==> config.mk <==
export PLATFORM = sky130hd
export DESIGN_NAME = acf_fifo
export DESIGN_NICKNAME = d
export VERILOG_FILES = /design/src/rtl/core/acf_pkg.sv /design/src/rtl/core/acf_fifo.sv
export SDC_FILE = /design/constraint.sdc
export NUM_CORES = 1
export LEC_CHECK = 0
export BUFFER_PORTS_ARGS = -buffer_cell sky130_fd_sc_hd__buf_2
export CORE_MARGIN = 4
export CORE_UTILIZATION = 40
export CTS_BUF_LIST = sky130_fd_sc_hd__clkbuf_4
export DETAILED_ROUTE_END_ITERATION = 16
export GPL_TIMING_DRIVEN = 0
export PLACE_DENSITY = 0.71
export SLEW_MARGIN = 20
export SYNTH_ARGS = -nofsm -noshare
export SYNTH_HDL_FRONTEND = slang
export SYNTH_SLANG_ARGS = --single-unit
==> constraint.sdc <==
create_clock -name clock -period 2.35 [get_ports clock]
set_clock_uncertainty 0.2 [all_clocks]
set_input_delay 0.705 -clock clock [delete_from_list [all_inputs] [get_ports clock]]
set_output_delay 0.705 -clock clock [all_outputs]
set_load 0.01 [all_outputs]
==> src/rtl/core/acf_pkg.sv <==
package acf_pkg;

   localparam int NUM_CHUNKS_DEF   = 64;
   localparam int LENGTH_WIDTH_DEF = 24;
   localparam int SAMPLE_W         = 16;
   localparam int QUO_W            = 31;
   localparam int ROOT_W           = 16;
   localparam int IDX_OUT_W        = 6;
   localparam int TOTAL_RESET      = 64;
   localparam int QUEUE_DEPTH      = 4;
   localparam int SQRT_STEPS       = 16;
   localparam int RSP_DATA_W       = 72;

   typedef enum logic {
      FR_ACCUM,
      FR_PAD
   } front_state_type;

   typedef enum logic [3:0] {
      BK_IDLE,
      BK_DIV_A,
      BK_DIV_Q,
      BK_DIV_Z,
      BK_MUL_AA,
      BK_MUL_AB,
      BK_MUL_TN,
      BK_SUB,
      BK_DIV_M,
      BK_MUL_DN,
      BK_CMP,
      BK_SQ_R,
      BK_SQ_V,
      BK_OUT
   } back_state_type;

endpackage

==> src/rtl/core/acf_fifo.sv <==
module acf_fifo #(
   parameter int WIDTH = 8,
   parameter int DEPTH = acf_pkg::QUEUE_DEPTH
) (
   input  logic             clock,
   input  logic             reset,
   input  logic             push,
   input  logic [WIDTH-1:0] push_data,
   input  logic             pop,
   output logic [WIDTH-1:0] pop_data,
   output logic             full,
   output logic             empty
);

   localparam int PW = (DEPTH > 1) ? $clog2(DEPTH) : 1;
   localparam int CW = $clog2(DEPTH + 1);

   logic [WIDTH-1:0] mem_ff [DEPTH];
   logic [PW-1:0]    wr_ff, wr_in, rd_ff, rd_in;
   logic [CW-1:0]    cnt_ff, cnt_in;

   assign full     = (cnt_ff == CW'(DEPTH));
   assign empty    = (cnt_ff == '0);
   assign pop_data = mem_ff[rd_ff];

   always_comb begin
      wr_in  = wr_ff;
      rd_in  = rd_ff;
      cnt_in = cnt_ff;
      if (push) begin
         wr_in = (wr_ff == PW'(DEPTH - 1)) ? '0 : wr_ff + 1'b1;
      end
      if (pop) begin
         rd_in = (rd_ff == PW'(DEPTH - 1)) ? '0 : rd_ff + 1'b1;
      end
      if (push && !pop) begin
         cnt_in = cnt_ff + 1'b1;
      end else if (pop && !push) begin
         cnt_in = cnt_ff - 1'b1;
      end
   end

   always_ff @(posedge clock) begin
      if (reset) begin
         wr_ff  <= '0;
         rd_ff  <= '0;
         cnt_ff <= '0;
      end else begin
         wr_ff  <= wr_in;
         rd_ff  <= rd_in;
         cnt_ff <= cnt_in;
      end
   end

   always_ff @(posedge clock) begin
      if (push) begin
         mem_ff[wr_ff] <= push_data;
      end
   end

endmodule

# [Word level (Yosys, flattened, before mapping)]
# Memory sizes are Yosys's and may differ from the RTL's. A register that Yosys moved wholly into a read port is not among the register bits.
# Index checks and enable logic that the tools add are counted.
[totals] register_bits=7 mem_bits_rw=32 inputBits=12 out_inout_bits=10 elab_cells=25 mem_count=1
[memory_table] name="mem_ff" depth=4 width=8 rd=1 rd_ports_with_merged_regs=1 wr=1 line="acf_fifo.sv:18" rtl="logic [WIDTH-1:0] mem_ff [DEPTH];"
[op_classes] addsub=4 n_eq_ne=3 n_mux=8 reduce_logical=6
[ops] op="$mux 2" n=4
[ops] op="$mux 3" n=2
[ops] op="$add 2x1->2 const B" n=2
[ops] op="$eq 2x2->1 const B" n=2
[ops] op="$add 3x1->3 const B" n=1
[ops] op="$eq 3x3->1 const B" n=1
[ops] op="$logic_not 3->1" n=1
[ops] op="$sub 3x1->3 const B" n=1
[ops] op="$logic_and 1x1->1" n=2
[ops] op="$logic_not 1->1" n=2
[ops] op="$mux 1" n=2
[ops] op="$reduce_bool 2->1" n=1

# [Logic depth before layout (Yosys ltp)]
# Gate-level depths: netlist of the first run.
[depth] ltp_word=4 ltp_mapped=7 depth_no_buf=7

# [Worst setup path after synthesis of the first run]
# No wires, ideal clock.
[synth_timing] kind="input -> register" start="input pop" end="register cnt_ff[2]" setup_time_ns=0.070 t_arrival_ns=1.897 t_required_ns=2.080 slack_ns=0.183 path_stages=7 n_path_buf=0 path_cell_list="inv_1 -> ha_1 -> inv_1 -> fa_1 -> xor2_1 -> or3_1 -> a21oi_1"
[synth_between] elab_chain_cells=3 word_cells_on_any_way=5 classes_between="1 x mux; 4 x reduce/logical"
[synth_rtl] element="from (decl)" line="acf_fifo.sv:9" rtl="input logic pop,"
[synth_rtl] element="$logic_not 1->1" line="acf_fifo.sv:36" rtl="if (push && !pop) begin"
[synth_rtl] element="$logic_and 1x1->1" line="acf_fifo.sv:36"
[synth_rtl] element="$mux 3 / $reduce_bool 2->1 (equally long branches)"
[synth_rtl] element="to (signal assigned)" line="acf_fifo.sv:51" rtl="cnt_ff <= cnt_in;"
[synth_rtl] element="to (decl)" line="acf_fifo.sv:20" rtl="logic [CW-1:0] cnt_ff, cnt_in;"
# Several ways; a longest one is shown, not always the timed one.
# A chain may end at the register's enable or synchronous reset.

==> results.sh, run 1 <==
export IMPL_outcome="complete, but fails checks"
export IMPL_violations="setup timing"
export IMPL_start_util_pct=42.37
export IMPL_root_buffer="clkbuf_4"
export IMPL_core_area_um2=3771
export IMPL_insertedDiodeCount=0
export IMPL_drv_cap=0
export IMPL_synth_top_area_share_pct=60.14
export IMPL_drt_first_pass_iters=4
export IMPL_slowest_stage="mux4_2"
export IMPL_synth_top_area_cell="edfxtp_1"
export IMPL_rows=22
export IMPL_die_x_um=71.20
export IMPL_avgSynthCellArea_um2=18.58
export IMPL_fin_area_um2=1866
export IMPL_grt_pass1_wl_um=4146
export IMPL_yosys_warnings=0
export IMPL_placed_cells=155
export IMPL_area_growth_syn_to_layout_pct=16.76
export IMPL_layout_setup_ws_ps=-64.02
export IMPL_hold_viol=0
export IMPL_utilization_pct=49.47
export IMPL_fill_cells=345
export IMPL_fmax_mhz=414.2
export IMPL_clk_pin_slew_ps=120
export IMPL_rsz0062_at_grt="true"
export IMPL_power_density_nw_per_um2=739.8
export IMPL_synthesis_area_um2=1598
export IMPL_min_period_ps=2414
export IMPL_cts_htree_levels=2
export IMPL_power_leakage_nw=0.6924
export IMPL_globalplace_congestion=0.6213
export IMPL_start_kind="flop"
export IMPL_place_hpwl_um=1807
export IMPL_hold_path_class="reg -> reg"
export IMPL_fin_cells=163
export IMPL_routed_wl_um=2505
export IMPL_drive_gt1_share_pct=33.91
export IMPL_pin_count=22
export IMPL_ys_types=17
export IMPL_routedWlPerCell_um=15.37
export IMPL_ant_nets=0
export IMPL_overflow=0
export IMPL_vdd_drop_max_mv=0.3306
export IMPL_antenna_found_initial=0
export IMPL_die_h_um=71.20
export IMPL_cts_tree="built"
export IMPL_fin_hold_ws_ps=320.0
export IMPL_multi_input_area_um2=425.4
export IMPL_die_area_um2=5069
export IMPL_setup_viol=8
export IMPL_vias=802
export IMPL_synth_area_leaders="edfxtp_1 60%, dfxtp_1 11%, mux4_2 11%"
export IMPL_cp_max_fo=8
export IMPL_synthCells=86
export IMPL_placed_area_um2=1763
export IMPL_worst_pin_slew_ps=440.5
export IMPL_cts_buffers=5
export IMPL_cp_arrival_ps=1510
export IMPL_seq_area_frac_synth_pct=71.42
export IMPL_crit_chain="buf_12 -> mux4_2 -> buf_6"
export IMPL_clk_latency_ps=350
export IMPL_crit_required_ps=1440
export IMPL_grt_max_degree=14
export IMPL_layout_area_seq_um2=1142
export IMPL_max_clock_path_buffers=2
export IMPL_drc=0
export IMPL_port_buffers=21
export IMPL_min_period_over_period_pct=102.7
export IMPL_syn_nets=105
export IMPL_via_per_inst=4.920
export IMPL_endpoint_kind="output port"
export IMPL_cts_sinks=41
export IMPL_grt_usage_pct=11.29
export IMPL_grt_pass1_vias=838
export IMPL_fin_nets=133
export IMPL_crit_type="reg -> out"
export IMPL_slew_headroom_pct=70.63
export IMPL_critical_path_max_stage_delay_ps=520
export IMPL_yosys_register_bits=41
export IMPL_drt_iter0_markers=40
export IMPL_fin_setup_tns_ps=-386.5
export IMPL_report_final_slew_viol_count=0
==> critical path, delay by kind of cell (launching register included) <==
kind	cells	cell delay (ps)
buffers and inverters	2	280
muxes	1	520
DFF	1	360
==> what timing repair did <==
action | CTS | global route
gates resized for setup | 6 | 3
setup buffers | 0 | 0
hold buffers | 0 | 0
gates cloned | 0 | 0
endpoints found under the setup margin | 8 | 8
pin swaps | 0 | 0
==> placed cells by master (no fill, tap or decap), types with 4 or more instances in the layout <==
cell type	Yosys	final
ha_1	6	6
dfxtp_1	9	8
nor2_1	7	7
mux4_2	8	8
edfxtp_1	32	32
clkbuf_4	0	5
and2_1	4	4
buf_6	1	6
inv_1	4	4
buf_2	0	15
mux2i_1	4	4
==> metal layers <==
layer / global-route usage (%) / share of wire, % / vias up
li1: - / - / 383
met2: 19.29 / 52 / 21
met4: 5.637 / 1.8 / 0
met1: 11.89 / 41 / 391
met5: 0 / 0 / -
met3: 4.688 / 5.8 / 7
==> final timing paths <==
| path | endpoint | start | depth (start not counted) | slack, ps |
|---|---|---|---|---|
| setup / recovery | pop_data[3] | flop | 3 | -60 |
| hold / removal | cnt_ff[2] | cnt_ff[2] | 2 | 320 |
| setup reg to reg | cnt_ff[2] | cnt_ff[0] | 4 | 660 |
| hold reg to reg | cnt_ff[2] | cnt_ff[2] | 2 | 320 |
==> sequential cells by signal, summed over array words and instances, names as in the netlist, named ones only <==
signal,cells
mem_ff,32
cnt_ff,3
rd_ff,2
wr_ff,2
==> synth_stat cells <==
cell / number
a21oi_1: 2
and2_1: 4
buf_6: 1
clkbuf_2: 1
dfxtp_1: 9
edfxtp_1: 32
fa_1: 1
ha_1: 6
inv_1: 4
mux2i_1: 4
mux4_2: 8
nor2_1: 7
nor3_1: 1
nor3b_1: 2
o21ai_0: 1
or3_1: 1
xor2_1: 2
==> power by group <==
| part | total [mW] | switching [mW] | internal [mW] |
|---|---|---|---|
| sequential | 0.847 | 0.0224 | 0.824 |
| combinational | 0.193 | 0.0911 | 0.102 |
| clock | 0.340 | 0.227 | 0.113 |
==> area by class of cell <==
class,instances,area share [%]
multi-input combinational,39,22.80
clock buffer,5,2.012
clock inverter,3,0.9390
buffer,2,1.341
inverter,4,0.8048
tap,48,3.219
timing repair buffer,21,7.646
sequential,41,61.23
==> kinds of logic (layout without fill, tap and decap cells) <==
family                   after synthesis  in the layout  share of synthesized area [%]
AO/OA/AOI/OAI                          3              3                         0.9394
XOR/XNOR                               2              2                          1.097
adder cells (fa/ha/maj)                7              7                          5.951
buffers and inverters                  6             35                          1.957
flip-flops                            41             41                          71.42
multiplexers                          12             12                          13.78
AND/OR/NAND/NOR                       15             15                          4.855
==> through the flow <==
stage	power, mW	setup WS (ps)
2_1_floorplan	0.9702	183.3
3_5_place_dp	1.040	-72.46
6_report	1.380	-64.02
5_1_grt	1.452	-108.6
3_3_place_gp	1.028	-10.86
4_1_cts	1.392	-105.1
Power figures use the tool's default switching activity.
==> inputs of run 2 (changes only) <==
- GPL_TIMING_DRIVEN: 0 -> not set
==> results.sh, run 2 (synthesis results as in run 1) <==
export IMPL_outcome="complete, but fails checks"
export IMPL_violations="setup timing"
export IMPL_switchingPower_mw=0.3247
export IMPL_grt_pass1_vias=845
export IMPL_crit_required_ps=1440
export IMPL_pin_count=22
export IMPL_grt_pass1_wl_um=3981
export IMPL_drc=0
export IMPL_rows=22
export IMPL_die_x_um=71.20
export IMPL_area_growth_syn_to_layout_pct=18.17
export IMPL_start_kind="flop"
export IMPL_layout_setup_ws_ps=-38.27
export IMPL_grt_usage_pct=10.66
export IMPL_regMostFlops="mem_ff"
export IMPL_biggestRegsByFlops="mem_ff x32, cnt_ff x3"
export IMPL_drv_cap=0
export IMPL_drive_gt1_share_pct=35.34
export IMPL_endpoint_kind="output port"
export IMPL_clk_latency_ps=340
export IMPL_cp_arrival_ps=1480
export IMPL_crit_type="reg -> out"
export IMPL_antenna_found_initial=0
export IMPL_hold_viol=0
export IMPL_grt_max_degree=13
export IMPL_fill_cells=319
export IMPL_power_leakage_nw=0.7046
export IMPL_rsz0062_at_grt="true"
export IMPL_vias=821
export IMPL_cp_max_fo=8
export IMPL_grt_busiest_layer="met2"
export IMPL_fin_area_um2=1888
export IMPL_postCtsHoldBufs=0
export IMPL_max_clock_path_buffers=2
export IMPL_largest_reg_flops=32
export IMPL_root_buffer="clkbuf_4"
export IMPL_port_buffers=21
export IMPL_hold_path_class="reg -> reg"
export IMPL_final_common_cell="edfxtp_1"
export IMPL_place_hpwl_um=1724
export IMPL_drt_iter0_markers=43
export IMPL_core_area_um2=3771
export IMPL_min_period_over_period_pct=101.6
export IMPL_cts_sinks=41
export IMPL_use_met2_pct=16.84
export IMPL_fmax_mhz=418.7
export IMPL_die_h_um=71.20
export IMPL_fin_nets=134
export IMPL_postCtsSetupRepairBufs=0
export IMPL_intPower_mw=1.156
export IMPL_placed_area_um2=1769
export IMPL_worst_pin_slew_ps=465.6
export IMPL_drt_first_pass_iters=4
export IMPL_cts_htree_levels=2
export IMPL_min_period_ps=2388
export IMPL_globalplace_congestion=0.6507
export IMPL_routedWlPerCell_um=14.85
export IMPL_layout_common_cells="32 x edfxtp_1, 17 x buf_2, 8 x mux4_2, 7 x nor2_1, 7 x dfxtp_1"
export IMPL_setup_viol=8
export IMPL_clk_pin_slew_ps=110
export IMPL_report_final_slew_viol_count=0
export IMPL_insertedDiodeCount=0
export IMPL_dpl_worst_slack_ps=-2.209
export IMPL_die_area_um2=5069
export IMPL_clock_power_share_pct=30.1
export IMPL_slew_headroom_pct=68.96
export IMPL_ant_nets=0
export IMPL_switching_share_pct=21.93
export IMPL_start_util_pct=42.37
export IMPL_use_met1_pct=12.23
export IMPL_comb_power_share_pct=12.4
export IMPL_cts_buffers=5
export IMPL_cts_tree="built"
export IMPL_via_per_inst=5.006
export IMPL_met3_usage_pct=4.688
export IMPL_power_density_nw_per_um2=784.1
export IMPL_pwr_share_seq_pct=57.5
export IMPL_vdd_drop_max_mv=0.3585
export IMPL_overflow=0
export IMPL_routed_wl_um=2435
## run 2: changes by cell type in the layout (fill, tap and decap cells not counted)
| cell | previous run | this run |
|---|---|---|
| buf_4 | 0 | 2 |
| dfxtp_2 | 1 | 2 |
| clkinv_4 | 1 | 0 |
| dfxtp_1 | 8 | 7 |
| clkinv_2 | 1 | 0 |
| bufinv_16 | 0 | 1 |
| clkbuf_4 | 5 | 6 |
| buf_2 | 15 | 17 |
| buf_6 | 6 | 4 |
| clkbuf_2 | 1 | 0 |
## run 2: per-layer routing
layer | share of wire [%] | up-vias | wire length (µm)
li1 | - | 389 | -
met1 | 42 | 403 | 1031
met2 | 50 | 22 | 1223
met3 | 5.8 | 7 | 141
met4 | 1.6 | 0 | 38
met5 | 0 | - | 0
## run 2: power by group through the flow
stage / sequential, mW / clock (mW) / combinational, mW
floorplan: 0.857 / 0 / 0.113
global placement: 0.863 / 0 / 0.165
detailed placement: 0.867 / 0 / 0.172
CTS: 0.852 / 0.454 / 0.180
global route: 0.857 / 0.498 / 0.204
finish: 0.851 / 0.446 / 0.184
## run 2: critical path: stages (launching register included)
cell and delay [ps]:
dfxtp_2 350, buf_12 130, mux4_2 510, buf_6 140
## run 2: worst paths after layout
kind	start	end	slack, ps	depth (start not counted)
min	cnt_ff[2]	cnt_ff[2]	320	2
max reg2reg	cnt_ff[0]	cnt_ff[2]	690	4
min reg2reg	cnt_ff[2]	cnt_ff[2]	320	2
max	flop	pop_data[3]	-40	3
## run 2: timing repair
action / CTS / global route
pin swaps: 0 / 0
setup endpoints to repair: 8 / 8
gates resized for setup: 6 / 3
## run 2: final cells by class
type | instances | area [µm²] | share of cell area (%)
flip-flops and latches | 41 | 1144 | 60.57
repair buffers | 24 | 165.2 | 8.747
multi-input cells | 39 | 425.4 | 22.53
clock buffers | 6 | 45.04 | 2.386
inverters | 4 | 15.01 | 0.7952
well taps | 48 | 60.06 | 3.181
clock inverters | 2 | 33.78 | 1.789
## run 2: per-stage QoR
stage | setup TNS [ps] | utilization [%] | total power [mW] | hold WS, ps | std cells
floorplan | 0 | - | 0.9702 | 260.3 | 86
global placement | 0 | 46.91 | 1.029 | 276.3 | 156
detailed placement | -2.209 | 46.91 | 1.039 | 295.5 | 156
CTS | -414.3 | 49.57 | 1.486 | 319.0 | 164
global route | -771.2 | 50.07 | 1.559 | 342.4 | 164
finish | -202.3 | 50.07 | 1.481 | 319.4 | 164
