**src/rtl/core/acf_pkg.sv**
```systemverilog
package acf_pkg;

   localparam int NUM_CHUNKS_DEF   = 64;
   localparam int LENGTH_WIDTH_DEF = 24;
   localparam int SAMPLE_W         = 16;
   localparam int QUO_W            = 31;
   localparam int ROOT_W           = 16;
   localparam int IDX_OUT_W        = 6;
   localparam int TOTAL_RESET      = 64;
   localparam int QUEUE_DEPTH      = 4;
   localparam int SQRT_STEPS       = 16;
   localparam int RSP_DATA_W       = 72;

   typedef enum logic {
      FR_ACCUM,
      FR_PAD
   } front_state_type;

   typedef enum logic [3:0] {
      BK_IDLE,
      BK_DIV_A,
      BK_DIV_Q,
      BK_DIV_Z,
      BK_MUL_AA,
      BK_MUL_AB,
      BK_MUL_TN,
      BK_SUB,
      BK_DIV_M,
      BK_MUL_DN,
      BK_CMP,
      BK_SQ_R,
      BK_SQ_V,
      BK_OUT
   } back_state_type;

endpackage

```
**src/rtl/core/acf_front.sv**
```systemverilog
module acf_front #(
   parameter int NUM_CHUNKS   = acf_pkg::NUM_CHUNKS_DEF,
   parameter int LENGTH_WIDTH = acf_pkg::LENGTH_WIDTH_DEF,
   parameter int ENTRY_W      = 8
) (
   input  logic                    clock,
   input  logic                    reset,
   input  logic                    csr_we,
   input  logic [LENGTH_WIDTH-1:0] csr_wdata,
   input  logic                    req_tvalid,
   output logic                    req_tready,
   input  logic [15:0]             req_tdata,
   output logic                    push,
   output logic [ENTRY_W-1:0]      push_data,
   input  logic                    full,
   output logic [LENGTH_WIDTH-1:0] len
);

   localparam int LW   = LENGTH_WIDTH;
   localparam int CCW  = $clog2(NUM_CHUNKS + 1);
   localparam int SUMW = acf_pkg::SAMPLE_W + LW;
   localparam int SQW  = 30 + LW;
   localparam int NSH  = $clog2(NUM_CHUNKS);
   localparam int KSH  = LW + NSH;
   localparam int PRW  = KSH + LW + 1;
   localparam longint unsigned RECIP =
      ((64'd1 << KSH) + longint'(NUM_CHUNKS) - 1) / longint'(NUM_CHUNKS);

   acf_pkg::front_state_type state_ff, state_in;

   logic [LW-1:0]          total_ff, total_in;
   logic [LW-1:0]          len_ff, len_in;
   logic                   ldiv_busy_ff, ldiv_busy_in;
   logic signed [SUMW-1:0] sum_ff, sum_in, sum_nx;
   logic [SQW-1:0]         sq_ff, sq_in, sq_nx;
   logic [LW-1:0]          cross_ff, cross_in, cross_nx;
   logic                   prev_ff, prev_in;
   logic [LW-1:0]          pos_ff, pos_in;
   logic [LW:0]            pos_nx, clip_nx;
   logic [CCW-1:0]         chunk_ff, chunk_in;
   logic [LW-1:0]          clip_ff, clip_in;
   logic [LW-1:0]          tot_eff;
   logic [PRW-1:0]         len_prod;
   logic signed [15:0]     smp;
   logic signed [31:0]     smp_sq;
   logic                   accept;

   assign smp        = req_tdata;
   assign smp_sq     = smp * smp;
   assign tot_eff    = (total_ff == '0) ? LW'(1) : total_ff;
   assign req_tready = !ldiv_busy_ff && (state_ff == acf_pkg::FR_ACCUM) && !full;
   assign accept     = req_tvalid && req_tready;
   assign len        = len_ff;
   // chunk length = total / chunk count by reciprocal multiply, exact over LW bits
   assign len_prod   = PRW'(tot_eff) * PRW'(RECIP);

   always_comb begin
      state_in     = state_ff;
      total_in     = total_ff;
      len_in       = len_ff;
      ldiv_busy_in = ldiv_busy_ff;
      sum_in       = sum_ff;
      sq_in        = sq_ff;
      cross_in     = cross_ff;
      prev_in      = prev_ff;
      pos_in       = pos_ff;
      chunk_in     = chunk_ff;
      clip_in      = clip_ff;
      push         = 1'b0;
      push_data    = '0;
      sum_nx       = sum_ff + SUMW'(smp);
      sq_nx        = sq_ff + SQW'(smp_sq[30:0]);
      cross_nx     = cross_ff + LW'((pos_ff != '0) && (smp[15] != prev_ff));
      pos_nx       = {1'b0, pos_ff} + 1'b1;
      clip_nx      = {1'b0, clip_ff} + 1'b1;

      if (ldiv_busy_ff) begin
         ldiv_busy_in = 1'b0;
         len_in       = (len_prod[KSH +: LW] == '0) ? LW'(1) : len_prod[KSH +: LW];
      end

      case (state_ff)
         acf_pkg::FR_ACCUM: begin
            if (accept) begin
               if (chunk_ff < CCW'(NUM_CHUNKS)) begin
                  prev_in = smp[15];
                  if (pos_nx >= {1'b0, len_ff}) begin
                     push      = 1'b1;
                     push_data = {chunk_ff, sum_nx, sq_nx, cross_nx};
                     chunk_in  = chunk_ff + 1'b1;
                     sum_in    = '0;
                     sq_in     = '0;
                     cross_in  = '0;
                     prev_in   = 1'b0;
                     pos_in    = '0;
                  end else begin
                     sum_in   = sum_nx;
                     sq_in    = sq_nx;
                     cross_in = cross_nx;
                     pos_in   = pos_nx[LW-1:0];
                  end
               end
               if (clip_nx >= {1'b0, tot_eff}) begin
                  sum_in   = '0;
                  sq_in    = '0;
                  cross_in = '0;
                  prev_in  = 1'b0;
                  pos_in   = '0;
                  clip_in  = '0;
                  if (chunk_in < CCW'(NUM_CHUNKS)) begin
                     state_in = acf_pkg::FR_PAD;
                  end else begin
                     chunk_in = '0;
                  end
               end else begin
                  clip_in = clip_nx[LW-1:0];
               end
            end
         end
         acf_pkg::FR_PAD: begin
            // short clip: fill the rest of the set with empty chunks
            if (!full) begin
               push      = 1'b1;
               push_data = {chunk_ff, {(ENTRY_W - CCW){1'b0}}};
               if (chunk_ff == CCW'(NUM_CHUNKS - 1)) begin
                  chunk_in = '0;
                  state_in = acf_pkg::FR_ACCUM;
               end else begin
                  chunk_in = chunk_ff + 1'b1;
               end
            end
         end
         default: begin
            state_in = acf_pkg::FR_ACCUM;
         end
      endcase

      if (csr_we) begin
         total_in     = csr_wdata;
         ldiv_busy_in = 1'b1;
         state_in     = acf_pkg::FR_ACCUM;
         sum_in       = '0;
         sq_in        = '0;
         cross_in     = '0;
         prev_in      = 1'b0;
         pos_in       = '0;
         chunk_in     = '0;
         clip_in      = '0;
         push         = 1'b0;
      end
   end

   always_ff @(posedge clock) begin
      if (reset) begin
         state_ff     <= acf_pkg::FR_ACCUM;
         total_ff     <= LW'(acf_pkg::TOTAL_RESET);
         len_ff       <= LW'(1);
         ldiv_busy_ff <= 1'b1;
         sum_ff       <= '0;
         sq_ff        <= '0;
         cross_ff     <= '0;
         prev_ff      <= 1'b0;
         pos_ff       <= '0;
         chunk_ff     <= '0;
         clip_ff      <= '0;
      end else begin
         state_ff     <= state_in;
         total_ff     <= total_in;
         len_ff       <= len_in;
         ldiv_busy_ff <= ldiv_busy_in;
         sum_ff       <= sum_in;
         sq_ff        <= sq_in;
         cross_ff     <= cross_in;
         prev_ff      <= prev_in;
         pos_ff       <= pos_in;
         chunk_ff     <= chunk_in;
         clip_ff      <= clip_in;
      end
   end

endmodule

```
**config.mk**
```make
export PLATFORM = sky130hd
export DESIGN_NAME = acf_front
export DESIGN_NICKNAME = d
export VERILOG_FILES = /design/src/rtl/core/acf_pkg.sv /design/src/rtl/core/acf_front.sv
export SDC_FILE = /design/constraint.sdc
export NUM_CORES = 1
export LEC_CHECK = 0
export BUFFER_PORTS_ARGS = -buffer_cell sky130_fd_sc_hd__clkbuf_2
export CELL_PAD_IN_SITES_DETAIL_PLACEMENT = 1
export CELL_PAD_IN_SITES_GLOBAL_PLACEMENT = 1
export CORE_MARGIN = 2
export CORE_UTILIZATION = 35
export DETAILED_ROUTE_END_ITERATION = 16
export MAX_ROUTING_LAYER = met4
export PLACE_DENSITY = 0.68
export SETUP_SLACK_MARGIN = 0.02
export SYNTH_ARGS = -nofsm -noshare
export SYNTH_HDL_FRONTEND = slang
export SYNTH_SLANG_ARGS = --single-unit
```
**constraint.sdc**
```tcl
create_clock -name clock -period 5.55 [get_ports clock]
set_input_delay 1.11 -clock clock [delete_from_list [all_inputs] [get_ports clock]]
set_output_delay 1.11 -clock clock [all_outputs]
set_load 0.01 [all_outputs]
```
* Word level (Yosys, flattened, before mapping) *
Index checks and enable logic that the tools add are counted.

storage, ports and cells
  register bits = 130
  bits of input ports = 45
  output and inout bits = 34
  word-level logic and storage cells = 76

cells by class
  $add $sub $neg = 4
  $lt $le $gt $ge = 4
  eq/ne operators = 4
  muxes and demuxes = 40
  bitwise logic cells = 1
  reduce and logical (&&, ||, !) cells = 14

operator list
  kind                     count
  $mux W24                 8
  $mux W7                  9
  $add A24 B1 Y25 const B  2
  $ge A25 B24 Y1           2
  $logic_not A24 Y1        2
  $mux W8                  4
  $add A24 B1 Y24          1
  $reduce_bool A24 Y1      1
  $mux W18                 1
  $pmux W8 S2              1
  $lt A7 B7 Y1 const B     2
  $mux W1                  14
  $pmux W7 S2              1
  $add A7 B1 Y7 const B    1
  $eq A7 B6 Y1 const B     1
  $logic_and A1 B1 Y1      4
  $ne A2 B2 Y1 const B     2
  $pmux W1 S2              2
  $reduce_and A2 Y1        2
  $reduce_and A3 Y1        1
  $logic_not A1 Y1         2
  $reduce_bool A2 Y1       1
  $reduce_or A2 Y1         1
  $ne A1 B1 Y1             1
  $not A1 Y1               1

* Logic depth before layout (Yosys ltp) *
  depth after elaboration = 11
  mapped depth = 18
  gate-level depth less buffers = 16

* Worst setup path before layout *
No wires, ideal clock.

  kind = register to output
  start point = register pos_ff[0]
  end point = output push_data[2]
  data arrival time = 3.346 ns
  required time = 4.440 ns
  setup slack = 1.094 ns
  stages on the path, launching flop included = 15
  path buffers = 1
  path through = dfxtp_1 -> ha_1 -> nand3_1 -> nor2_1 -> nand4_1 -> xnor2_1 -> ha_1 -> a211oi_2 -> nor2_1 -> or3_1 -> o31a_1 -> a2111oi_4 -> or3_2 -> clkbuf_1 -> o21ai_0

between the ends
  cells in the longest elaborated chain, start to end = 7
  elaborated cells on any way between the ends = 9
  classes of those cells = 2 x add/sub; 1 x order compare; 4 x mux; 2 x reduce/logical

ends and longest elaborated chain
  item                                                     line              text
  start, declared                                          acf_front.sv:38   logic [LW-1:0] pos_ff, pos_in;
  start signal, assigned                                   acf_front.sv:175  pos_ff <= pos_in;
  branches (longest 3 deep; another with $add A24 B1 Y25)  -
  $mux W8 (*)                                              acf_front.sv:87   if (pos_nx >= {1'b0, len_ff}) begin
  $mux W8 (*)                                              acf_front.sv:85   if (chunk_ff < CCW'(NUM_CHUNKS)) begin
  $mux W8 (*)                                              acf_front.sv:84   if (accept) begin
  $pmux W8 S2 (*)                                          acf_front.sv:82   case (state_ff)
  end, declared                                            acf_front.sv:14   output logic [ENTRY_W-1:0] push_data,

Mark *: on every way between the ends.

* Worst setup path after layout *
  start point = register pos_ff[4]
  end point = output push_data[6]

Same word-level chain as after synthesis.

==> metrics.log <==
INFO  metric worst_setup_path_startpoint = pos_ff[4]
INFO  metric layout_common_cells = 107 x dfxtp_1, 83 x nor2_1, 64 x nand2_1
INFO  metric synth_seq_cells = 108
INFO  metric crit_path_max_fanout = 10
INFO  metric syn_inst = 803
INFO  metric max_cap_violations = 0
INFO  metric worstSetupEndpointType = primary output
INFO  metric hold_viol = 0
INFO  metric final.period_utilization = 94.9%
INFO  metric cts-root-buf = clkbuf_16
INFO  metric clock_pin_slew_of_the_registers_on_the_worst_case_setup_and_hold_paths = 0.08 ns
INFO  metric drt_pre_antenna_iters = 4
INFO  metric via_count_of_the_first_global_routing_pass = 5588
INFO  metric cts_buffer_depth = 2
INFO  metric layout.filler_cells = 2254
INFO  metric worstSetupEndpoint = push_data[6]
INFO  metric cts.sink_count = 108
INFO  metric report.final.slew_viol_count = 0
INFO  metric finalWirelength = 18.4 mm
INFO  metric mappedNetlistArea = 6660 um2
INFO  metric die_area = 20100 um2
INFO  metric mostFrequentLayoutCell = dfxtp_1
INFO  metric initial_utilization = 35.6%
INFO  metric grt_first_pass_wirelength = 29.9 mm
INFO  metric final_cell_area = 7360 um2
INFO  metric reg2reg_slack = 0.64 ns
INFO  metric holdCritPathClass = reg2reg
INFO  metric antenna_cells_inserted = 0
INFO  metric timing.final.ws_setup = 0.281 ns
INFO  metric maxClockFrequency = 190 MHz
INFO  metric whs_path_depth = 2
INFO  metric timing.final.setup_violations = 0
INFO  metric fin_nets = 928
INFO  metric tritoncts.num_buffers = 9
INFO  metric grt_overflow = 0
INFO  metric detailedPlacementHpwl = 13.6 mm
INFO  metric cts_tree = yes
INFO  metric report.power.total = 1.67 mW
INFO  metric post_route_cells_drive_above_1_share = 14.2%
INFO  metric synth-edff-count = 0
INFO  metric post_synth_num_cell_types = 70
INFO  metric placement.setup.worst_slack = 0.549 ns
INFO  metric worstMarginPinSlew = 0.929 ns
INFO  metric syn_avg_cell_area = 8.29 um2
INFO  metric gp_congestion = 0.814
INFO  metric dpl-instance-area = 7040 um2
INFO  metric setup_total_negative_slack = 0 ns
INFO  metric outcome = completed
INFO  metric first_iter_violations = 294
INFO  metric power-per-cell-area = 226 nW/um2
INFO  metric required_time_of_the_worst_setup_path = 4.44 ns
INFO  metric flip_flop_cell_with_the_highest_count_after_synthesis = dfxtp_1
INFO  metric synth-seq-area-share = 32.5%
INFO  metric avgRoutedWirePerCell = 17.2 um
INFO  metric cp_slowest_stage_delay = 0.47 ns
INFO  metric fp-row-count = 50
INFO  metric setup.worst_path.class = reg2out
INFO  metric dieHeight = 142 um
INFO  metric timing.slew.headroom = 38.1%
INFO  metric slowest_cp_cell = dfxtp_1
INFO  metric yosys_warnings = 0
INFO  metric timing.reg2reg.worst_path_depth = 15
INFO  metric ff_latch_area = 2160 um2
INFO  metric track_usage = 19.4%
INFO  metric syn_to_final_growth = 10.5%
INFO  metric post-cts-setup-buffers = 0
INFO  metric port_buffers = 57
INFO  metric ir_drop = 0.131 mV
INFO  metric endpoint_of_the_worst_register_to_register_path = state_ff
INFO  metric async_flop_share = 0%
INFO  metric grt_max_degree = 43
INFO  metric fin_crit = 5.27 ns
INFO  metric worstPathArrival = 4.16 ns
INFO  metric total_leakage_power = 3.14 nW
INFO  metric core = 18700 um2
INFO  metric multi_input_area = 4030 um2
INFO  metric reg_to_reg_start = clip_ff[7]
INFO  metric avgViaCountPerCell = 5.33
INFO  metric crit_chain = nand4_1 > nor2_2 > nand3_1 > nor2_1 > xor2_1 > ha_1 > o21ai_0 > nor2_1 > or3_1 > o31a_1 > a2111oi_4 > or3_2 > o21ai_0 > clkbuf_2
INFO  metric start_kind = register
INFO  metric cts_max_level = 3
INFO  metric drc = 0
INFO  metric num_io_pins = 79
INFO  metric detailroute.via_count = 5729
INFO  metric final.setup_skew = 0.0105 ns
INFO  metric ant_nets = 0
INFO  metric die_outline_width = 142 um
INFO  metric rsz0062_at_grt = false
INFO  metric grt_antenna_before_repair = 0
INFO  metric clock_latency = 0.37 ns
## where the power goes
| group | internal, mW | total [mW] | switching, mW |
|---|---|---|---|
| registers | 0.791 | 0.809 | 0.0185 |
| clock network | 0.323 | 0.669 | 0.346 |
| logic | 0.0730 | 0.188 | 0.115 |
## how the worst min path moves through the flow
stage | startpoint | end
4_1_cts | cross_ff[0] | cross_ff[0]
2_1_floorplan | cross_ff[0] | cross_ff[0]
6_report | cross_ff[0] | cross_ff[0]
3_5_place_dp | cross_ff[0] | cross_ff[0]
3_3_place_gp | cross_ff[0] | cross_ff[0]
5_1_grt | cross_ff[0] | cross_ff[0]
## registers in the layout (all words and copies together), names as in the netlist
signal and count:
state_ff 1, total_ff 24, clip_ff 24, pos_ff 24
cross_ff 8, ldiv_busy_ff 1, prev_ff 1, len 18
chunk_ff 7
## synth_stat cells (6+ instances only)
cell,instances,area [um2]
xnor2_1,29,254
a31oi_1,9,56.3
a21oi_1,46,230
nand3_1,31,155
ha_1,48,601
and2_1,9,56.3
nand2_1,64,240
nor4_1,12,75.1
buf_4,8,60.1
nor2_1,86,323
and4_1,6,52.6
xor2_1,19,166
buf_6,6,67.6
a31o_2,7,61.3
clkbuf_1,24,90.1
mux2i_1,45,450
nand4_1,21,131
and3_1,10,62.6
dfxtp_1,108,2160
buf_2,7,35.0
o21ai_0,35,175
inv_1,55,206
nand3b_1,9,67.6
a22o_1,17,149
nor3_1,23,115
## worst max-delay path, delay by kind of cell (launching register included)
kind                     cells  cell delay (ns)
buffers and inverters        1             0.15
XOR/XNOR                     1             0.31
adder cells (fa/ha/maj)      1             0.31
flip-flops                   1             0.47
AO/OA/AOI/OAI                4             1.00
AND/OR/NAND/NOR              7             1.56
## logic make-up (layout without fill, tap and decap cells)
logic type | Yosys count | count (layout) | share of synthesized area [%]
AO/OA/AOI/OAI | 149 | 149 | 15.2
multiplexers | 45 | 45 | 6.77
buffers and inverters | 107 | 139 | 7.65
adder cells (fa/ha/maj) | 48 | 48 | 9.02
XOR/XNOR | 48 | 48 | 6.31
AND/OR/NAND/NOR | 297 | 297 | 22.6
other | 1 | 6 | 0.0563
flip-flops | 108 | 108 | 32.5
## metrics by stage
step / utilization, % / hold WS (ns) / std cells
after floorplan: - / 0.432 / 808
after global placement: 37.6 / 0.453 / 1058
after detailed placement: 37.6 / 0.467 / 1058
after CTS: 39.2 / 0.485 / 1074
after global routing: 39.3 / 0.518 / 1074
final: 39.3 / 0.473 / 1074
## area by class of cell
type,count,area share (%)
sequential,108,29.4
timing repair buffer,68,5.00
multi-input combinational,593,54.7
clock buffer,9,3.06
clock inverter,7,1.05
inverter,55,2.81
tap,234,3.98
## what timing repair did
| action | 4_1_cts | 5_1_grt |
|---|---|---|
| resized for setup | 0 | 5 |
| endpoints found under the setup margin | 0 | 9 |
| hold buffers | 0 | 0 |
## layer usage
| metal | share of wire, % | up-vias | global-route usage (%) |
|---|---|---|---|
| met5 | 0 | - | - |
| met3 | 2.9 | 15 | 3.14 |
| met2 | 47 | 78 | 30.3 |
| met4 | 1.2 | 0 | 5.16 |
| met1 | 49 | 2740 | 26.1 |
| li1 | - | 2896 | - |
(Power assumes the default switching activity.)
