===== src/rtl/core/acf_pkg.sv =====
package acf_pkg;

   localparam int NUM_CHUNKS_DEF   = 64;
   localparam int LENGTH_WIDTH_DEF = 24;
   localparam int SAMPLE_W         = 16;
   localparam int QUO_W            = 31;
   localparam int ROOT_W           = 16;
   localparam int IDX_OUT_W        = 6;
   localparam int TOTAL_RESET      = 64;
   localparam int QUEUE_DEPTH      = 4;
   localparam int SQRT_STEPS       = 16;
   localparam int RSP_DATA_W       = 72;

   typedef enum logic {
      FR_ACCUM,
      FR_PAD
   } front_state_type;

   typedef enum logic [3:0] {
      BK_IDLE,
      BK_DIV_A,
      BK_DIV_Q,
      BK_DIV_Z,
      BK_MUL_AA,
      BK_MUL_AB,
      BK_MUL_TN,
      BK_SUB,
      BK_DIV_M,
      BK_MUL_DN,
      BK_CMP,
      BK_SQ_R,
      BK_SQ_V,
      BK_OUT
   } back_state_type;

endpackage


===== src/rtl/core/acf_div.sv =====
module acf_div #(
   parameter int LENGTH_WIDTH = acf_pkg::LENGTH_WIDTH_DEF
) (
   input  logic                          clock,
   input  logic                          reset,
   input  logic                          start,
   input  logic [30+LENGTH_WIDTH-1:0]    num,
   input  logic [LENGTH_WIDTH-1:0]       den,
   output logic                          done,
   output logic [acf_pkg::QUO_W-1:0]     quo,
   output logic [LENGTH_WIDTH-1:0]       rem
);

   localparam int LW  = LENGTH_WIDTH;
   localparam int SQW = 30 + LW;
   localparam int QW  = acf_pkg::QUO_W;
   localparam int NW  = $clog2(QW);

   logic          busy_ff, busy_in;
   logic          done_ff, done_in;
   logic [NW-1:0] cnt_ff, cnt_in;
   logic [QW-1:0] quo_ff, quo_in;
   logic [LW-1:0] rem_ff, rem_in;
   logic [LW:0]   trial;

   assign trial = {rem_ff, quo_ff[QW-1]};
   assign done  = done_ff;
   assign quo   = quo_ff;
   assign rem   = rem_ff;

   // quotient always fits QW bits, so the top bits of num start as partial remainder
   always_comb begin
      busy_in = busy_ff;
      done_in = 1'b0;
      cnt_in  = cnt_ff;
      quo_in  = quo_ff;
      rem_in  = rem_ff;
      if (start) begin
         busy_in = 1'b1;
         cnt_in  = '0;
         quo_in  = num[QW-1:0];
         rem_in  = {1'b0, num[SQW-1:QW]};
      end else if (busy_ff) begin
         if (trial >= {1'b0, den}) begin
            rem_in = LW'(trial - {1'b0, den});
            quo_in = {quo_ff[QW-2:0], 1'b1};
         end else begin
            rem_in = trial[LW-1:0];
            quo_in = {quo_ff[QW-2:0], 1'b0};
         end
         cnt_in = cnt_ff + 1'b1;
         if (cnt_ff == NW'(QW - 1)) begin
            busy_in = 1'b0;
            done_in = 1'b1;
         end
      end
   end

   always_ff @(posedge clock) begin
      if (reset) begin
         busy_ff <= 1'b0;
         done_ff <= 1'b0;
         cnt_ff  <= '0;
      end else begin
         busy_ff <= busy_in;
         done_ff <= done_in;
         cnt_ff  <= cnt_in;
      end
   end

   always_ff @(posedge clock) begin
      quo_ff <= quo_in;
      rem_ff <= rem_in;
   end

endmodule


===== src/rtl/core/acf_back.sv =====
module acf_back #(
   parameter int NUM_CHUNKS   = acf_pkg::NUM_CHUNKS_DEF,
   parameter int LENGTH_WIDTH = acf_pkg::LENGTH_WIDTH_DEF,
   parameter int ENTRY_W      = 8
) (
   input  logic                           clock,
   input  logic                           reset,
   input  logic [LENGTH_WIDTH-1:0]        len,
   input  logic                           empty,
   input  logic [ENTRY_W-1:0]             pop_data,
   output logic                           pop,
   output logic                           rsp_tvalid,
   input  logic                           rsp_tready,
   output logic [acf_pkg::RSP_DATA_W-1:0] rsp_tdata,
   output logic                           rsp_tlast
);

   localparam int LW   = LENGTH_WIDTH;
   localparam int CCW  = $clog2(NUM_CHUNKS + 1);
   localparam int XW   = (CCW > acf_pkg::IDX_OUT_W) ? CCW : acf_pkg::IDX_OUT_W;
   localparam int SUMW = acf_pkg::SAMPLE_W + LW;
   localparam int SQW  = 30 + LW;
   localparam int QW   = acf_pkg::QUO_W;
   localparam int UW   = 16 + LW;
   localparam int SUBW = 33 + LW;
   localparam int RW   = acf_pkg::ROOT_W;
   localparam int SCW  = $clog2(acf_pkg::SQRT_STEPS);

   acf_pkg::back_state_type state_ff, state_in;

   logic [CCW-1:0]  idx_ff, idx_in;
   logic            sneg_ff, sneg_in;
   logic [SQW-1:0]  sq_ff, sq_in;
   logic [LW-1:0]   cross_ff, cross_in;
   logic [15:0]     a_ff, a_in;
   logic [LW-1:0]   b_ff, b_in;
   logic [QW-1:0]   qn_ff, qn_in;
   logic [15:0]     zcr_ff, zcr_in;
   logic [15:0]     mean_ff, mean_in;
   logic [31:0]     t_ff, t_in;
   logic [UW-1:0]   u_ff, u_in;
   logic [SUBW-1:0] sub_ff, sub_in;
   logic [QW-1:0]   c_ff, c_in;
   logic [LW-1:0]   d_ff, d_in;
   logic [2*LW-1:0] dn_ff, dn_in, bb;
   logic [QW-1:0]   var_ff, var_in;
   logic [RW-1:0]   rms_ff, rms_in;
   logic [31:0]     sv_ff, sv_in, root_ff, root_in, bit_ff, bit_in;
   logic [31:0]     root_sum, sv_step, root_step;
   logic [SCW-1:0]  scnt_ff, scnt_in;
   logic            ovalid_ff, ovalid_in;
   logic [acf_pkg::RSP_DATA_W-1:0] odata_ff, odata_in;
   logic            olast_ff, olast_in;

   logic            div_start, div_done;
   logic [SQW-1:0]  div_num;
   logic [QW-1:0]   div_quo;
   logic [LW-1:0]   div_rem;

   logic signed [SUMW-1:0] e_sum;
   logic [SUMW-1:0]        e_abs;
   logic [SQW-1:0]         e_sq;
   logic [LW-1:0]          e_cross;
   logic [CCW-1:0]         e_idx;
   logic [SUBW-1:0]        sq_wide;
   logic [XW-1:0]          idx_wide;

   assign e_cross  = pop_data[LW-1:0];
   assign e_sq     = pop_data[LW +: SQW];
   assign e_sum    = pop_data[LW + SQW +: SUMW];
   assign e_idx    = pop_data[LW + SQW + SUMW +: CCW];
   assign e_abs    = e_sum[SUMW-1] ? (SUMW'(0) - e_sum) : e_sum;
   assign sq_wide  = SUBW'(sq_ff);
   assign bb       = (2 * LW)'(b_ff) * (2 * LW)'(b_ff);
   assign idx_wide = XW'(idx_ff);

   assign root_sum  = root_ff + bit_ff;
   assign sv_step   = (sv_ff >= root_sum) ? sv_ff - root_sum : sv_ff;
   assign root_step = (sv_ff >= root_sum) ? (root_ff >> 1) + bit_ff : root_ff >> 1;

   assign rsp_tvalid = ovalid_ff;
   assign rsp_tdata  = odata_ff;
   assign rsp_tlast  = olast_ff;

   acf_div #(
      .LENGTH_WIDTH(LW)
   ) u_div (
      .clock(clock),
      .reset(reset),
      .start(div_start),
      .num  (div_num),
      .den  (len),
      .done (div_done),
      .quo  (div_quo),
      .rem  (div_rem)
   );

   always_comb begin
      state_in  = state_ff;
      idx_in    = idx_ff;
      sneg_in   = sneg_ff;
      sq_in     = sq_ff;
      cross_in  = cross_ff;
      a_in      = a_ff;
      b_in      = b_ff;
      qn_in     = qn_ff;
      zcr_in    = zcr_ff;
      mean_in   = mean_ff;
      t_in      = t_ff;
      u_in      = u_ff;
      sub_in    = sub_ff;
      c_in      = c_ff;
      d_in      = d_ff;
      dn_in     = dn_ff;
      var_in    = var_ff;
      rms_in    = rms_ff;
      sv_in     = sv_ff;
      root_in   = root_ff;
      bit_in    = bit_ff;
      scnt_in   = scnt_ff;
      ovalid_in = ovalid_ff;
      odata_in  = odata_ff;
      olast_in  = olast_ff;
      pop       = 1'b0;
      div_start = 1'b0;
      div_num   = '0;

      if (ovalid_ff && rsp_tready) begin
         ovalid_in = 1'b0;
      end

      case (state_ff)
         acf_pkg::BK_IDLE: begin
            if (!empty) begin
               pop       = 1'b1;
               idx_in    = e_idx;
               sneg_in   = e_sum[SUMW-1];
               sq_in     = e_sq;
               cross_in  = e_cross;
               div_start = 1'b1;
               div_num   = SQW'(e_abs);
               state_in  = acf_pkg::BK_DIV_A;
            end
         end
         acf_pkg::BK_DIV_A: begin
            if (div_done) begin
               a_in      = div_quo[15:0];
               b_in      = div_rem;
               mean_in   = sneg_ff ? (16'd0 - div_quo[15:0]) : div_quo[15:0];
               div_start = 1'b1;
               div_num   = sq_ff;
               state_in  = acf_pkg::BK_DIV_Q;
            end
         end
         acf_pkg::BK_DIV_Q: begin
            if (div_done) begin
               qn_in     = div_quo;
               div_start = 1'b1;
               div_num   = SQW'({cross_ff, 16'd0});
               state_in  = acf_pkg::BK_DIV_Z;
            end
         end
         acf_pkg::BK_DIV_Z: begin
            if (div_done) begin
               zcr_in   = div_quo[15:0];
               state_in = acf_pkg::BK_MUL_AA;
            end
         end
         acf_pkg::BK_MUL_AA: begin
            t_in     = 32'(a_ff) * 32'(a_ff);
            state_in = acf_pkg::BK_MUL_AB;
         end
         acf_pkg::BK_MUL_AB: begin
            u_in     = UW'(a_ff) * UW'(b_ff);
            state_in = acf_pkg::BK_MUL_TN;
         end
         acf_pkg::BK_MUL_TN: begin
            // part of sumsq that sum^2/n accounts for: a*a*n + 2*a*b
            sub_in   = SUBW'(t_ff) * SUBW'(len) + SUBW'({u_ff, 1'b0});
            state_in = acf_pkg::BK_SUB;
         end
         acf_pkg::BK_SUB: begin
            if (sq_wide < sub_ff) begin
               var_in   = '0;
               sv_in    = 32'(qn_ff);
               root_in  = '0;
               bit_in   = 32'h4000_0000;
               scnt_in  = '0;
               state_in = acf_pkg::BK_SQ_R;
            end else begin
               div_start = 1'b1;
               div_num   = SQW'(sq_wide - sub_ff);
               state_in  = acf_pkg::BK_DIV_M;
            end
         end
         acf_pkg::BK_DIV_M: begin
            if (div_done) begin
               c_in     = div_quo;
               d_in     = div_rem;
               state_in = acf_pkg::BK_MUL_DN;
            end
         end
         acf_pkg::BK_MUL_DN: begin
            dn_in    = (2 * LW)'(d_ff) * (2 * LW)'(len);
            state_in = acf_pkg::BK_CMP;
         end
         acf_pkg::BK_CMP: begin
            if (dn_ff >= bb) begin
               var_in = c_ff;
            end else begin
               var_in = (c_ff == '0) ? '0 : c_ff - 1'b1;
            end
            sv_in    = 32'(qn_ff);
            root_in  = '0;
            bit_in   = 32'h4000_0000;
            scnt_in  = '0;
            state_in = acf_pkg::BK_SQ_R;
         end
         acf_pkg::BK_SQ_R: begin
            sv_in   = sv_step;
            root_in = root_step;
            bit_in  = bit_ff >> 2;
            scnt_in = scnt_ff + 1'b1;
            if (scnt_ff == SCW'(acf_pkg::SQRT_STEPS - 1)) begin
               rms_in   = root_step[RW-1:0];
               sv_in    = 32'(var_ff);
               root_in  = '0;
               bit_in   = 32'h4000_0000;
               scnt_in  = '0;
               state_in = acf_pkg::BK_SQ_V;
            end
         end
         acf_pkg::BK_SQ_V: begin
            sv_in   = sv_step;
            root_in = root_step;
            bit_in  = bit_ff >> 2;
            scnt_in = scnt_ff + 1'b1;
            if (scnt_ff == SCW'(acf_pkg::SQRT_STEPS - 1)) begin
               state_in = acf_pkg::BK_OUT;
            end
         end
         acf_pkg::BK_OUT: begin
            if (!ovalid_ff || rsp_tready) begin
               ovalid_in = 1'b1;
               odata_in  = {2'b00, root_ff[RW-1:0], mean_ff, zcr_ff, rms_ff,
                            idx_wide[acf_pkg::IDX_OUT_W-1:0]};
               olast_in  = (idx_ff == CCW'(NUM_CHUNKS - 1));
               state_in  = acf_pkg::BK_IDLE;
            end
         end
         default: begin
            state_in = acf_pkg::BK_IDLE;
         end
      endcase
   end

   always_ff @(posedge clock) begin
      if (reset) begin
         state_ff  <= acf_pkg::BK_IDLE;
         ovalid_ff <= 1'b0;
         scnt_ff   <= '0;
      end else begin
         state_ff  <= state_in;
         ovalid_ff <= ovalid_in;
         scnt_ff   <= scnt_in;
      end
   end

   always_ff @(posedge clock) begin
      idx_ff   <= idx_in;
      sneg_ff  <= sneg_in;
      sq_ff    <= sq_in;
      cross_ff <= cross_in;
      a_ff     <= a_in;
      b_ff     <= b_in;
      qn_ff    <= qn_in;
      zcr_ff   <= zcr_in;
      mean_ff  <= mean_in;
      t_ff     <= t_in;
      u_ff     <= u_in;
      sub_ff   <= sub_in;
      c_ff     <= c_in;
      d_ff     <= d_in;
      dn_ff    <= dn_in;
      var_ff   <= var_in;
      rms_ff   <= rms_in;
      sv_ff    <= sv_in;
      root_ff  <= root_in;
      bit_ff   <= bit_in;
      odata_ff <= odata_in;
      olast_ff <= olast_in;
   end

endmodule


===== config.mk =====
export PLATFORM = sky130hd
export DESIGN_NAME = acf_back
export DESIGN_NICKNAME = d
export VERILOG_FILES = /design/src/rtl/core/acf_pkg.sv /design/src/rtl/core/acf_div.sv /design/src/rtl/core/acf_back.sv
export SDC_FILE = /design/constraint.sdc
export NUM_CORES = 2
export LEC_CHECK = 0
export BUFFER_PORTS_ARGS = -buffer_cell sky130_fd_sc_hd__buf_4
export CAP_MARGIN = 10
export CORE_MARGIN = 3
export CORE_UTILIZATION = 60
export CTS_BUF_LIST = sky130_fd_sc_hd__clkbuf_4 sky130_fd_sc_hd__clkbuf_8 sky130_fd_sc_hd__clkbuf_16
export DETAILED_ROUTE_END_ITERATION = 7
export PLACE_DENSITY = 0.77
export SLEW_MARGIN = 20
export SYNTH_ARGS = -nofsm -noshare
export SYNTH_HDL_FRONTEND = slang
export SYNTH_HIERARCHICAL = 1
export SYNTH_SLANG_ARGS = --single-unit

===== constraint.sdc =====
create_clock -name clock -period 27.6 [get_ports clock]
set_input_delay 0 -clock clock [delete_from_list [all_inputs] [get_ports clock]]
set_output_delay 0 -clock clock [all_outputs]
set_load 0.03 [all_outputs]

## Yosys cells after proc, flatten, opt, wreduce, memory -nomap -nowiden

Index checks and enable logic that the tools add are counted.

| word-level totals | value |
|---|---|
| register bits | 476 |
| word-level logic and storage cells | 125 |
| output and inout bits | 75 |
| input bits | 36 |

| operators by class | value |
|---|---|
| $add $sub $neg | 7 |
| multipliers | 2 |
| muxes and demuxes | 43 |
| bitwise gates (word level) | 2 |
| equality and inequality tests | 24 |
| reductions and logical operators | 21 |
| magnitude comparators | 3 |

Operator list:

| cell | number |
|---|---|
| case mux 32 bit (3 select lines) | 3 |
| case mux 54 bit (4 select lines) | 1 |
| two-way mux 31 bit | 6 |
| two-way mux 32 bit | 4 |
| multiplier 24 x 24 -> 48 bit | 2 |
| two-way mux 40 bit | 2 |
| case mux 4 bit (14 select lines) | 1 |
| two-way mux 54 bit | 1 |
| greater-or-equal comparator 48 bit | 1 |
| two-way mux 23 bit | 2 |
| two-way mux 4 bit | 9 |
| adder 31 x 32 -> 32 bit | 1 |
| adder 32 bit | 1 |
| greater-or-equal comparator 32 bit | 1 |
| subtractor 32 bit | 1 |
| zero test 31 bit | 1 |
| subtractor 31 x 1 -> 31 bit, second input constant | 1 |
| == test 4 bit, second input constant | 7 |
| greater-or-equal comparator 25 x 24 -> 1 bit | 1 |
| two-way mux 24 bit | 1 |
| subtractor 24 bit | 1 |
| AND reduction 2 bit | 9 |
| == test 4 x 3 -> 1 bit, second input constant | 4 |
| case mux 4 bit (3 select lines) | 1 |
| other kinds (19) | 40 |

## Depth between registers and ports, before layout

| depth | value |
|---|---|
| word-level depth | 5 |
| mapped depth | 39 |
| mapped depth without buffers | 38 |

## Modules after synthesis

The synthesis kept the hierarchy.

By module, submodules not included:

| module | area an instance (um^2) | seq. area each (um^2) | times used | cells each |
|---|---|---|---|---|
| acf_back | 53470.0 | 11861.4 | 1 | 5347 |
| acf_div | 4100.2 | 1781.7 | 1 | 398 |

## Worst setup path after synthesis

No wires, ideal clock.

| timing | value |
|---|---|
| path type | reg-to-reg |
| start | reg b_ff[15] |
| end | reg var_ff[25], data pin |
| stages on the path, launching flop included | 37 |
| arrival | 8.597 ns |
| path slack | 18.746 ns |
| library setup time | 0.257 ns |
| clock period less this slack | 8.854 ns |
| data required time | 27.343 ns |
| path buffers | 3 |
| path through | edfxtp_1 > clkbuf_1 > clkbuf_1 > nand2_1 > inv_1 > fa_1 > fa_1 > inv_1 > fa_1 > fa_1 > inv_1 > fa_1 > fa_1 > inv_1 > fa_1 > inv_1 > ha_1 > clkbuf_1 > nand2_1 > o21ai_0 > a21oi_1 > a22oi_1 > a22oi_1 > a21oi_1 > a21oi_1 > xor2_1 > ha_1 > a21o_1 > a21o_1 > a21oi_1 > o21a_1 > o211ai_1 > nor3_1 > and2_0 > and2_1 > nand2_1 > a32o_1 |

| on the way | value |
|---|---|
| longest elaborated chain between the ends | 4 |

Ends and longest elaborated chain:

| element | line | RTL |
|---|---|---|
| from (decl) | acf_back.sv:36 | `logic [LW-1:0] b_ff, b_in;` |
| from (signal assigned) | acf_back.sv:275 | `b_ff <= b_in;` |
| multiplier 24 x 24 -> 48 bit | acf_back.sv:74 | `assign bb = (2 * LW)'(b_ff) * (2 * LW)'(b_ff);` |
| greater-or-equal comparator 48 bit | acf_back.sv:208 | `if (dn_ff >= bb) begin` |
| two-way mux 31 bit | acf_back.sv:208 |  |
| two-way mux 31 bit | n/a |  |
| named net var_in[25] | acf_back.sv:46 | `logic [QW-1:0] var_ff, var_in;` |
| to (signal assigned) | acf_back.sv:285 | `var_ff <= var_in;` |
| to (decl) | acf_back.sv:46 |  |

The timed path passes the listed nets, and every way through them passes these cells. The select of a mux whose other input is x is not followed.
A chain may end at the register's enable or synchronous reset.

## Worst setup path after layout

| timing | value |
|---|---|
| start | reg b_ff[12] |
| end | reg var_ff[25], data pin |

The elaborated chain is that of the path after synthesis.

==> flow_summary.json <==
{
  "final_cell_mix": "inv_1 (1,126), fa_1 (906), nand2_1 (693)",
  "comb_power_share": 0.613,
  "path_clk_slew_ns": 0.06,
  "slew_headroom": 0.2700,
  "synth-main-ff-cell": "edfxtp_1",
  "grt_pass1_wl_um": 223000,
  "end_kind": "register",
  "route.detailed.drc": 0,
  "placed_area_mm2": 0.05969,
  "rsz0062_at_grt": "no",
  "wl_per_cell_um": 19.24,
  "port_buffers": 101,
  "fmax_ghz": 0.09390,
  "cp.arrival_ns": 10.97,
  "min_path_type": "primary input to register",
  "whs_endpoint": "dn_ff[1]$_DFFE_PP_",
  "grt-ovfl-total": 0,
  "antenna_found_initial": 3,
  "finalInstanceArea_mm2": 0.06153,
  "fin_ws_ns": 16.95,
  "drtAntennaViolNets": 0,
  "use_met3": 0.04634,
  "synth_top_area_share": 0.3150,
  "finalWirelength_um": 136500,
  "path_delay_family": "adder cells",
  "swShare": 0.4435,
  "cts_made_buffers": 48,
  "root_buffer": "clkbuf_16",
  "ys_types": 87,
  "dp_hpwl_um": 103100,
  "period_share": 0.3859,
  "coreArea_mm2": 0.09417,
  "syn_avg_cell_area_um2": 10.02,
  "cts_tree": "built",
  "p_int_mw": 2.456,
  "area_growth_pct": 6.885,
  "layout.nets": 7228,
  "r2r-end": "var_ff[25]$_DFFE_PP_",
  "gr-max-usage-layer": "met2",
  "chipWidth_um": 315.8,
  "p_clk_frac": 0.155,
  "ir_worst_vdd_v": 0.0001575,
  "pin_count": 111,
  "dp_slack_ns": 17.09,
  "die-area_mm2": 0.09970,
  "power.leakage_nw": 28.94,
  "post_cts_buffers": 0,
  "cts_max_path_buffers": 3,
  "die_h_um": 315.8,
  "cp_max_fo": 25,
  "regToRegStartpoint": "b_ff[12]$_DFFE_PP_",
  "row_count": 112,
  "cts_sinks": 460,
  "critical_path_class": "register to register",
  "finalSetupViolations": 0,
  "drv_slew": 0,
  "postSynthCellCount": 5745,
  "yosys_warnings": 6,
  "drive_above_1_share": 0.05571,
  "fin_util": 0.6534,
  "slowest_stage": "edfxtp_1",
  "firstDrtPassIters": 6,
  "vias": 40510,
  "grt_max_degree": 81,
  "critPathBufInv": 7,
  "synthTopCellsByArea": "fa_1 (32%), edfxtp_1 (23%), ha_1 (11%), inv_1 (7.3%), nand2_1 (4.5%)",
  "critPathMaxStageDelay_ns": 1.05,
  "yosysTopAreaCell": "fa_1",
  "start_util": 0.6113,
  "grt_pass1_vias": 41730,
  "clk_latency_ns": 0.62,
  "pwr-share-seq": 0.231,
  "synth_seq_cells": 460,
  "hold_depth": 3,
  "met1_usage": 0.4180,
  "ys_seq_area_frac": 0.2370,
  "timing.final.hold_violations": 0,
  "fin_tns_setup_ns": 0,
  "power.switching_mw": 1.958,
  "status": "completed",
  "crit_required_ns": 27.92,
  "powerDensity_mw_per_mm2": 71.73,
  "fin_skew_ns": 0.05409,
  "nFillCells": 7283,
  "synth-edff-count": 443,
  "synthArstFlopShare": 0,
  "vias_per_cell": 5.712,
  "hp-start": "len[1]",
  "h-tree-depth": 2,
  "layout_min_cycle_time_ns": 10.65,
  "drv_cap": 0,
  "final_common_cell": "inv_1",
  "drtIter0Drc": 3357,
  "grt_use_total": 0.2831,
  "reg2reg_depth": 36,
  "crit_path_start_kind": "register",
  "r2r_slack_ns": 16.95,
  "worst_slew_pin_slew_ns": 1.086,
  "met2_usage": 0.4426,
  "place_congestion": 0.8877,
  "netlist_area_mm2": 0.05757
}
cells in the mapped netlist (15+ instances only):
master / count
inv_1: 1127
mux2i_1: 29
xor2_1: 117
a21oi_1: 204
and2_1: 364
nand4_1: 41
a21o_1: 110
a211oi_1: 28
a22oi_1: 32
o211ai_1: 15
edfxtp_1: 443
xnor2_1: 105
buf_4: 15
clkbuf_1: 200
nand3_1: 59
fa_1: 906
nor3_1: 39
a31oi_1: 30
nor2_1: 213
o21a_1: 22
o21bai_1: 21
dfxtp_1: 17
and3_1: 31
nand2_1: 694
o21ai_0: 149
ha_1: 491
mux2_2: 31
nand2b_1: 19
nor2b_1: 21
layout make-up:
cell class                 instances  area (um^2)  area share
timing repair buffer             173         1344     0.02184
inverter                        1127         4232     0.06877
clock buffer                      54         1246     0.02025
multi-input combinational       3985        39050      0.6346
tap                             1254         1569     0.02550
antenna                            4        10.01   0.0001627
sequential                       460        13640      0.2217
clock inverter                    35        437.9    0.007117
cell families (layout without fill, tap and decap cells):
kind of cell    after synthesis  count (layout)  synth area share
simple gates               1542            1542            0.1282
fa+ha+maj                  1397            1397            0.4218
buf+inv                    1354            1389           0.08945
compound gates              709             709           0.07861
flops                       460             460            0.2370
xor+xnor                    222             222           0.03377
mux                          60              60           0.01111
other cells                   1              59        0.00006514
through the flow:
step                hold WS, ns  total power, mW  std cells
floorplan               0.07238            2.975       5799
finish                   0.1089            4.414       7092
CTS                     0.06781            4.368       7086
detailed placement       0.1797            3.664       6985
global route             0.1099            4.749       7088
global placement         0.1807            3.614       6985
worst register-to-register path: cells and delay by family (launching register included):
| family | cells | cell delay, ns |
|---|---|---|
| flip-flops | 1 | 1.05 |
| AND/OR/NAND/NOR | 7 | 1.92 |
| AO/OA/AOI/OAI | 12 | 2.68 |
| adder cells (fa/ha/maj) | 9 | 4.24 |
| XOR/XNOR | 1 | 0.13 |
| buffers and inverters | 7 | 0.38 |
worst max path at each step:
stage                        from                    to  slack (ns)  depth (start not counted)
2_1_floorplan  b_ff[15]$_DFFE_PP_  var_ff[25]$_DFFE_PP_       18.75                         36
3_3_place_gp   b_ff[12]$_DFFE_PP_  var_ff[25]$_DFFE_PP_       17.36                         35
3_5_place_dp   b_ff[15]$_DFFE_PP_  var_ff[25]$_DFFE_PP_       17.09                         34
4_1_cts        b_ff[15]$_DFFE_PP_  var_ff[25]$_DFFE_PP_       17.06                         34
5_1_grt        b_ff[15]$_DFFE_PP_  var_ff[25]$_DFFE_PP_       16.43                         34
6_report       b_ff[12]$_DFFE_PP_  var_ff[25]$_DFFE_PP_       16.95                         36
what timing repair did:
item	4_1_cts	5_1_grt
hold buffers	12	0
gates resized for setup	0	0
endpoints found under the setup margin	0	0
hold endpoints to repair	33	0
flip-flops by register name, indices dropped and copies added (netlist names), 4 cells and up:
name / flops
cross_ff: 8
var_ff: 31
root_ff: 32
rms_ff: 16
d_ff: 24
mean_ff: 16
bit_ff: 16
sv_ff: 32
c_ff: 31
scnt_ff: 4
u_div/quo: 31
u_div/rem: 24
dn_ff: 48
qn_ff: 31
zcr_ff: 16
state_ff: 4
u_div/cnt_ff: 5
rsp_tdata: 64
b_ff: 24
metal layers:
layer | part of all wire | up-vias
met1 | 0.43 | 20230
met5 | 0 | -
met2 | 0.46 | 1727
met3 | 0.087 | 236
met4 | 0.024 | 0
li1 | - | 18320
power by group through the flow:
stage / Clock [mW] / Combinational [mW] / Sequential, mW
after floorplan: 0 / 1.98 / 0.997
final: 0.686 / 2.71 / 1.02
after global routing: 0.724 / 3.00 / 1.03
after detailed placement: 0 / 2.63 / 1.03
after global placement: 0 / 2.58 / 1.03
after CTS: 0.696 / 2.65 / 1.02
(Power assumes the default switching activity.)
